## config.mk

```make
export PLATFORM = sky130hd
export DESIGN_NAME = fifo_queue_with_delete_unit
export DESIGN_NICKNAME = d
export VERILOG_FILES = /design/src/hw/rtl/fqd_pkg.sv /design/src/hw/rtl/fifo_queue_with_delete_unit.sv /design/src/hw/rtl/fqd_store.sv /design/src/hw/rtl/fqd_seq.sv
export SDC_FILE = /design/constraint.sdc
export NUM_CORES = 1
export LEC_CHECK = 0
export ABC_CLOCK_PERIOD_IN_PS = 4050
export BUFFER_PORTS_ARGS = -buffer_cell sky130_fd_sc_hd__buf_2
export CAP_MARGIN = 5
export CORE_ASPECT_RATIO = 0.75
export CORE_UTILIZATION = 56
export CTS_CLUSTER_SIZE = 28
export DETAILED_ROUTE_END_ITERATION = 7
export PLACE_DENSITY_LB_ADDON = 0.08
export SKIP_CTS_REPAIR_TIMING = 1
export SLEW_MARGIN = 15
export SYNTH_ARGS = -nofsm -noshare
export SYNTH_HDL_FRONTEND = slang
export SYNTH_SLANG_ARGS = --single-unit
```

## constraint.sdc

```tcl
create_clock -name clk -period 4.05 [get_ports clk]
set_clock_uncertainty 0.2 [all_clocks]
set_input_delay 0.81 -clock clk [delete_from_list [all_inputs] [get_ports clk]]
set_output_delay 0.81 -clock clk [all_outputs]
set_load 0.02 [all_outputs]
```

## src/hw/rtl/fqd_pkg.sv

```systemverilog
// shared types and codes for the fifo queue with delete
package fqd_pkg;

    localparam int IN_VALUE_W  = 32;
    localparam int OUT_VALUE_W = 32;
    localparam int LENGTH_W    = 5;
    localparam int KIND_W      = 2;

    localparam logic [KIND_W-1:0] KIND_ENQ = 2'd0;
    localparam logic [KIND_W-1:0] KIND_DEQ = 2'd1;
    localparam logic [KIND_W-1:0] KIND_DEL = 2'd2;

    typedef enum logic [2:0] {
        ST_IDLE,
        ST_DECODE,
        ST_DEQ_DATA,
        ST_SCAN,
        ST_SHIFT,
        ST_RESULT
    } state_t;

    typedef struct packed {
        logic                   status;
        logic [OUT_VALUE_W-1:0] value;
        logic [LENGTH_W-1:0]    length;
    } result_t;

endpackage

```

## src/hw/rtl/fifo_queue_with_delete_unit.sv

```systemverilog
// top level: fifo queue of nonzero tags with enqueue, dequeue and delete by value
//
// input words on s_*: s_tuser carries the operation (0 enqueue, 1 dequeue,
// 2 delete first match), s_tdata the value. one result word per input on m_*:
// m_tuser is the error flag, m_tdata holds the dequeued value and the length.
// an enqueue or a failing check goes from decode straight to the result, a
// dequeue reads its data first, and a delete reads the ring one entry a
// cycle through a single ring-step incrementer and compare, then moves each
// younger entry up one slot, one read and one write per cycle on the memory.
// s_tready is high only while the sequencer is idle, so one input is in work
// at a time. results wait in an output register: a stalled receiver holds
// m_tvalid and data, while the next input may already be taken and worked
// on; it then waits for the register to free. reset empties the queue at
// once (head and count cleared), no memory sweep is needed since only
// written entries are ever read.
module fifo_queue_with_delete_unit import fqd_pkg::*;
#(
    parameter int DEPTH       = 16,
    parameter int VALUE_WIDTH = 32
)
(
    input  logic        clk,
    input  logic        rst_n,
    input  logic        s_tvalid,
    output logic        s_tready,
    input  logic [31:0] s_tdata,   // item_value[31:0]
    input  logic [1:0]  s_tuser,   // kind[1:0]
    output logic        m_tvalid,
    input  logic        m_tready,
    output logic [39:0] m_tdata,   // out_value[31:0], length[36:32], zero pad[39:37]
    output logic [0:0]  m_tuser    // status[0]
);

    localparam int AW = (DEPTH > 1) ? $clog2(DEPTH) : 1;
    localparam int CW = $clog2(DEPTH + 1);

    logic                   res_valid;
    logic                   res_ready;
    result_t                res;
    logic                   mem_we;
    logic [AW-1:0]          mem_waddr;
    logic [VALUE_WIDTH-1:0] mem_wdata;
    logic [AW-1:0]          mem_raddr;
    logic [VALUE_WIDTH-1:0] mem_rdata;

    logic    m_valid_reg, m_valid_next;
    result_t m_res_reg, m_res_next;

    fqd_seq #(
        .DEPTH       (DEPTH),
        .VALUE_WIDTH (VALUE_WIDTH),
        .AW          (AW),
        .CW          (CW)
    ) u_seq (
        .clk       (clk),
        .rst_n     (rst_n),
        .in_valid  (s_tvalid),
        .in_ready  (s_tready),
        .in_kind   (s_tuser),
        .in_value  (s_tdata),
        .res_valid (res_valid),
        .res_ready (res_ready),
        .res       (res),
        .mem_we    (mem_we),
        .mem_waddr (mem_waddr),
        .mem_wdata (mem_wdata),
        .mem_raddr (mem_raddr),
        .mem_rdata (mem_rdata)
    );

    fqd_store #(
        .DEPTH       (DEPTH),
        .VALUE_WIDTH (VALUE_WIDTH),
        .AW          (AW)
    ) u_store (
        .clk   (clk),
        .we    (mem_we),
        .waddr (mem_waddr),
        .wdata (mem_wdata),
        .raddr (mem_raddr),
        .rdata (mem_rdata)
    );

    // output register frees when empty or when its word is taken
    assign res_ready = !m_valid_reg || m_tready;

    always_comb
    begin
        m_valid_next = m_valid_reg;
        m_res_next   = m_res_reg;
        if (res_valid && res_ready)
        begin
            m_valid_next = 1'b1;
            m_res_next   = res;
        end
        else if (m_tready)
        begin
            m_valid_next = 1'b0;
        end
    end

    always_ff @(posedge clk or negedge rst_n)
    begin
        if (!rst_n)
        begin
            m_valid_reg <= 1'b0;
        end
        else
        begin
            m_valid_reg <= m_valid_next;
        end
    end

    always_ff @(posedge clk)
    begin
        m_res_reg <= m_res_next;
    end

    assign m_tvalid   = m_valid_reg;
    assign m_tdata    = {3'b000, m_res_reg.length, m_res_reg.value};
    assign m_tuser[0] = m_res_reg.status;

endmodule

```

## src/hw/rtl/fqd_store.sv

```systemverilog
// entry memory: one write port, one registered read port
module fqd_store import fqd_pkg::*;
#(
    parameter int DEPTH       = 16,
    parameter int VALUE_WIDTH = 32,
    parameter int AW          = 4
)
(
    input  logic                   clk,
    input  logic                   we,
    input  logic [AW-1:0]          waddr,
    input  logic [VALUE_WIDTH-1:0] wdata,
    input  logic [AW-1:0]          raddr,
    output logic [VALUE_WIDTH-1:0] rdata
);

    logic [VALUE_WIDTH-1:0] entry_mem [DEPTH];
    logic [VALUE_WIDTH-1:0] rdata_reg;

    always_ff @(posedge clk)
    begin
        if (we)
        begin
            entry_mem[waddr] <= wdata;
        end
        rdata_reg <= entry_mem[raddr];
    end

    assign rdata = rdata_reg;

endmodule

```

## src/hw/rtl/fqd_seq.sv

```systemverilog
// sequencer: decodes an operation and walks the ring for delete scan and compaction
module fqd_seq import fqd_pkg::*;
#(
    parameter int DEPTH       = 16,
    parameter int VALUE_WIDTH = 32,
    parameter int AW          = 4,
    parameter int CW          = 5
)
(
    input  logic                   clk,
    input  logic                   rst_n,
    input  logic                   in_valid,
    output logic                   in_ready,
    input  logic [KIND_W-1:0]      in_kind,
    input  logic [IN_VALUE_W-1:0]  in_value,
    output logic                   res_valid,
    input  logic                   res_ready,
    output result_t                res,
    output logic                   mem_we,
    output logic [AW-1:0]          mem_waddr,
    output logic [VALUE_WIDTH-1:0] mem_wdata,
    output logic [AW-1:0]          mem_raddr,
    input  logic [VALUE_WIDTH-1:0] mem_rdata
);

    state_t                 state_reg, state_next;
    logic [AW-1:0]          head_reg, head_next;
    logic [CW-1:0]          count_reg, count_next;
    logic [CW-1:0]          idx_reg, idx_next;
    logic [AW-1:0]          ptr_reg, ptr_next;
    logic [AW-1:0]          wr_reg, wr_next;
    logic [KIND_W-1:0]      kind_reg, kind_next;
    logic [VALUE_WIDTH-1:0] value_reg, value_next;
    logic                   status_reg, status_next;
    logic [VALUE_WIDTH-1:0] outv_reg, outv_next;

    logic [IN_VALUE_W+VALUE_WIDTH-1:0]  value_ext;
    logic [VALUE_WIDTH-1:0]             value_in;
    logic [AW:0]                        enq_sum;
    logic [AW:0]                        enq_wrap;
    logic [AW-1:0]                      enq_slot;
    logic [AW-1:0]                      ptr_inc;
    logic [CW-1:0]                      idx_inc;
    logic                               more;
    logic                               match;
    logic                               full;
    logic                               empty;
    logic                               zero_val;
    logic [OUT_VALUE_W+VALUE_WIDTH-1:0] outv_ext;
    logic [LENGTH_W+CW-1:0]             len_ext;

    // input value is taken in its low VALUE_WIDTH bits
    assign value_ext = {{VALUE_WIDTH{1'b0}}, in_value};
    assign value_in  = value_ext[VALUE_WIDTH-1:0];

    // tail slot for enqueue, sum stays below twice the depth
    assign enq_sum  = {1'b0, head_reg} + (AW+1)'(count_reg);
    assign enq_wrap = (enq_sum >= (AW+1)'(DEPTH)) ? enq_sum - (AW+1)'(DEPTH) : enq_sum;
    assign enq_slot = enq_wrap[AW-1:0];

    // shared ring step, also advances head on dequeue
    assign ptr_inc = (ptr_reg == AW'(DEPTH - 1)) ? '0 : ptr_reg + AW'(1);

    assign idx_inc  = idx_reg + CW'(1);
    assign more     = idx_inc < count_reg;
    assign match    = mem_rdata == value_reg;
    assign full     = count_reg == CW'(DEPTH);
    assign empty    = count_reg == '0;
    assign zero_val = value_reg == '0;

    assign in_ready  = state_reg == ST_IDLE;
    assign res_valid = state_reg == ST_RESULT;

    assign outv_ext   = {{OUT_VALUE_W{1'b0}}, outv_reg};
    assign len_ext    = {{LENGTH_W{1'b0}}, count_reg};
    assign res.status = status_reg;
    assign res.value  = outv_ext[OUT_VALUE_W-1:0];
    assign res.length = len_ext[LENGTH_W-1:0];

    always_comb
    begin
        state_next = state_reg;
        case (state_reg)
            ST_IDLE:
            begin
                if (in_valid)
                begin
                    state_next = ST_DECODE;
                end
            end
            ST_DECODE:
            begin
                case (kind_reg)
                    KIND_DEQ: state_next = empty ? ST_RESULT : ST_DEQ_DATA;
                    KIND_DEL: state_next = (zero_val || empty) ? ST_RESULT : ST_SCAN;
                    default:  state_next = ST_RESULT;
                endcase
            end
            ST_DEQ_DATA: state_next = ST_RESULT;
            ST_SCAN:
            begin
                if (!more)
                begin
                    state_next = ST_RESULT;
                end
                else if (match)
                begin
                    state_next = ST_SHIFT;
                end
            end
            ST_SHIFT:
            begin
                if (!more)
                begin
                    state_next = ST_RESULT;
                end
            end
            ST_RESULT:
            begin
                if (res_ready)
                begin
                    state_next = ST_IDLE;
                end
            end
            default: state_next = ST_IDLE;
        endcase
    end

    always_comb
    begin
        head_next   = head_reg;
        count_next  = count_reg;
        idx_next    = idx_reg;
        ptr_next    = ptr_reg;
        wr_next     = wr_reg;
        kind_next   = kind_reg;
        value_next  = value_reg;
        status_next = status_reg;
        outv_next   = outv_reg;
        mem_we      = 1'b0;
        mem_waddr   = wr_reg;
        mem_wdata   = mem_rdata;
        mem_raddr   = head_reg;
        case (state_reg)
            ST_IDLE:
            begin
                if (in_valid)
                begin
                    kind_next  = in_kind;
                    value_next = value_in;
                end
            end
            ST_DECODE:
            begin
                status_next = 1'b1;
                outv_next   = '0;
                ptr_next    = head_reg;
                idx_next    = '0;
                case (kind_reg)
                    KIND_ENQ:
                    begin
                        if (!zero_val && !full)
                        begin
                            mem_we      = 1'b1;
                            mem_waddr   = enq_slot;
                            mem_wdata   = value_reg;
                            count_next  = count_reg + CW'(1);
                            status_next = 1'b0;
                        end
                    end
                    default:
                    begin
                        // dequeue and delete both start reading at head
                        mem_raddr = head_reg;
                    end
                endcase
            end
            ST_DEQ_DATA:
            begin
                outv_next   = mem_rdata;
                status_next = 1'b0;
                head_next   = ptr_inc;
                count_next  = count_reg - CW'(1);
            end
            ST_SCAN:
            begin
                if (match)
                begin
                    status_next = 1'b0;
                    wr_next     = ptr_reg;
                end
                if (more)
                begin
                    mem_raddr = ptr_inc;
                    ptr_next  = ptr_inc;
                    idx_next  = idx_inc;
                end
                else if (match)
                begin
                    // match on the youngest entry, nothing to close up
                    count_next = count_reg - CW'(1);
                end
            end
            ST_SHIFT:
            begin
                mem_we    = 1'b1;
                mem_waddr = wr_reg;
                mem_wdata = mem_rdata;
                if (more)
                begin
                    mem_raddr = ptr_inc;
                    ptr_next  = ptr_inc;
                    wr_next   = ptr_reg;
                    idx_next  = idx_inc;
                end
                else
                begin
                    count_next = count_reg - CW'(1);
                end
            end
            default:
            begin
            end
        endcase
    end

    always_ff @(posedge clk or negedge rst_n)
    begin
        if (!rst_n)
        begin
            state_reg <= ST_IDLE;
            head_reg  <= '0;
            count_reg <= '0;
        end
        else
        begin
            state_reg <= state_next;
            head_reg  <= head_next;
            count_reg <= count_next;
        end
    end

    always_ff @(posedge clk)
    begin
        idx_reg    <= idx_next;
        ptr_reg    <= ptr_next;
        wr_reg     <= wr_next;
        kind_reg   <= kind_next;
        value_reg  <= value_next;
        status_reg <= status_next;
        outv_reg   <= outv_next;
    end

    a_count_bound: assert property (@(posedge clk) disable iff (!rst_n)
        count_reg <= CW'(DEPTH))
        else $error("entry count above depth");

    a_shift_in_range: assert property (@(posedge clk) disable iff (!rst_n)
        (state_reg == ST_SHIFT) |-> (idx_reg < count_reg))
        else $error("compaction walked past the tail");

    a_head_moves_on_deq: assert property (@(posedge clk) disable iff (!rst_n)
        !$stable(head_reg) |-> $past(state_reg == ST_DEQ_DATA))
        else $error("head moved outside a dequeue");

    a_count_step: assert property (@(posedge clk) disable iff (!rst_n)
        !$stable(count_reg) |->
            (count_reg == $past(count_reg) + CW'(1) ||
             count_reg + CW'(1) == $past(count_reg)))
        else $error("entry count changed by more than one");

endmodule
```

==> key figures <==
Synthesis
  • Synth Area in Compound Gates: 0.0481
  • Largest family of logic cells by synthesized area: multiplexers
  • Synth unique cells: 52
  • Mean Syn Cell Area: 17.7 µm²
  • Synth Area in Adders: 0.00870
  • Synth Area in XOR/XNOR: 0.0154
  • Synth warn: 0
  • Post-synth EDFFs: 630
  • Synth Area in Simple Gates: 0.0363
  • #FFs+latches synth: 675
  • Sequential fraction of the synthesis area: 0.759
  • Mapped cell area: 0.0262 mm²
  • Mapped Cells: 1,476
  • Top_reg_cell synth: edfxtp_1
  • Mux share of post-synthesis cell area: 0.116
  • Async SR Flop Fraction: 0.0193

Clock tree
  • Worst skew pair latency: 0.61 ns
  • Clock Sinks: 675
  • CTS tree: built
  • Root Buffer: clkbuf_16
  • Clock Tree Buf Depth: 3
  • Num CTS Buffers: 66
  • H-Tree Depth: 3
  • CTS clock-pin slew for the worst setup and hold paths: 0.06 ns

STA
  • Unrepaired setup endpoints after global routing: false
  • Fmax: 0.261 GHz
  • Slew Viols, Final: 0
  • Worst-margin pin slew: 1.10 ns
  • Fin. Hold Viols: 0
  • Setup_tns: 0 ns
  • Rel. slew slack: 0.264
  • Period utilization: 0.945
  • Endpoints failing setup: 0
  • Min Tclk post-route: 3.83 ns
  • Final setup margin: 0.224 ns

Worst setup path
  • Crit path required time: 4.32 ns
  • CP arrival: 4.10 ns
  • Worst setup SP type: register
  • Critical path capture point type: register
  • Kind of critical path: reg2reg
  • Crit Path Max Fanout: 34

Global routing
  • Overflow after GRT: 0
  • First-pass GRT wire length: 91,800 µm
  • GRT Resource Usage Total: 0.269
  • Initial antenna violation count: 0
  • Vias in the first global route: 13,540
  • Largest net degree at the start of global routing: 37

Routing
  • Drt wl/cell: 27.4 µm
  • Drt drc: 0
  • Vias per cell: 6.12
  • DR iter-0 viols: 1,345
  • Antenna Nets Post-Route: 0
  • TritonRoute pass-1 iters: 5
  • WL final: 62,800 µm
  • Routed vias: 14,034

Layout
  • Nets: 1,665
  • Max reg flops: 512
  • Commonest non-fill, non-tap cell in the layout: edfxtp_1
  • Ant. Diodes: 0
  • Area Overhead vs Synth: 15.1%
  • Share of layout cells above drive strength 1: 0.175
  • Reg with most FFs: u_store.entry_mem
  • Core Util, Final: 0.655
  • Most frequent cells in the layout: edfxtp_1 (630), mux2i_1 (262), o22ai_1 (130), buf_2 (77), clkbuf_16 (68)

Floorplanning
  • Ports: 81
  • Height of the die: 189 µm
  • Die Span X: 252 µm
  • Core Area: 0.0460 mm²
  • Die area: 0.0476 mm²
  • Initial Utilization: 0.569
  • Std-Cell Rows: 68

Flow run
  • Maximum capacitance violations: 0

Hold path
  • Worst min-delay path class: in2reg

Placement
  • DP Worst Slack: 0.157 ns
  • Routability congestion estimate: 0.832
  • Buffers on Ports: 77
  • Post-DP HPWL: 34,600 µm

Pwr
  • Power Dens Cells: 846 mW/mm²
  • Leakage: 0.0113 µW
  • Max VDD drop: 0.439 mV

Outcome
  • Outcome: complete, no violations
metrics by stage:
stage	instance area, µm²	total power [µW]	hold WS (ns)	cells
final	30100	25500	0.180	2294
after global routing	30100	26600	0.150	2294
after CTS	30100	25600	-0.107	2293
after detailed placement	28000	19700	0.205	2171
after global placement	28000	19500	0.205	2171
after floorplan	26200	16400	0.200	1478
Yosys cell counts, types with 18 or more instances:
cell | n | share of area
mux2i_1 | 262 | 0.10
edfxtp_1 | 630 | 0.72
dfxtp_1 | 32 | 0.024
and2_1 | 38 | 0.0091
or4_1 | 32 | 0.0092
clkbuf_1 | 20 | 0.0029
nand2_1 | 28 | 0.0040
buf_2 | 29 | 0.0055
xnor2_1 | 42 | 0.014
mux2_2 | 36 | 0.015
o22ai_1 | 142 | 0.034
nor2_1 | 18 | 0.0026
routing by layer:
metal	up-vias	GRT usage	wire [µm]
li1	6146	-	-
met1	7278	0.406	28100
met2	523	0.412	29100
met3	87	0.0473	4420
met4	0	0.0605	1110
met5	-	0	0
critical path, stage by stage (launching register included):
cell and delay [ns]:
edfxtp_1 0.42, ha_1 0.25, xor2_1 0.16, ha_1 0.31
a21o_1 0.19, a31oi_2 0.27, o211ai_4 0.22, a2bb2oi_4 0.28
buf_12 0.22, buf_12 0.27, mux2i_1 0.24, o22ai_1 0.09
or4_1 0.53
final cells by class:
cell class,count,area (µm²)
Clock buffer,92,1850
Clock inverter,30,244
Fill cell,3140,15900
Inverter,12,45.0
Multi-Input combinational cell,724,6200
Sequential cell,675,19900
Tap cell,630,788
Timing Repair Buffer,131,1120
final timing paths:
kind,to,start,slack [ns],depth (start not counted)
max,u_store.rdata[16]$_DFF_P_,u_seq.idx_reg[0]$_SDFFCE_PP0P_,0.22,12
min,u_seq.value_reg[30]$_DFFE_PP_,s_tdata[30],0.18,1
max reg2reg,u_store.rdata[16]$_DFF_P_,u_seq.idx_reg[0]$_SDFFCE_PP0P_,0.22,12
min reg2reg,m_tdata[1]$_DFFE_PP_,u_seq.outv_reg[1]$_SDFFCE_PN0P_,0.22,0
max in group asynchronous,m_tvalid$_DFFE_PN0P_,rst_n,2.96,2
min in group asynchronous,u_seq.head_reg[2]$_DFFE_PN0P_,rst_n,0.45,2
kinds of logic (layout without fill, tap and decap cells):
| family | after synthesis | after routing |
|---|---|---|
| DFF | 675 | 675 |
| muxes | 299 | 299 |
| AOI/OAI and AO/OA | 195 | 195 |
| and+or+nand+nor | 164 | 164 |
| buffers and inverters | 79 | 265 |
| xor gates and xnor gates | 46 | 46 |
| adders and majority gates | 17 | 17 |
| other | 1 | 3 |
report_power, final:
| group | switching [µW] | internal [µW] | leakage (µW) |
|---|---|---|---|
| clock | 2540 | 3400 | 0.00102 |
| sequential | 654 | 9960 | 0.00619 |
| combinational | 5550 | 3390 | 0.00405 |
Note: power is estimated with default switching activity, not from simulation.
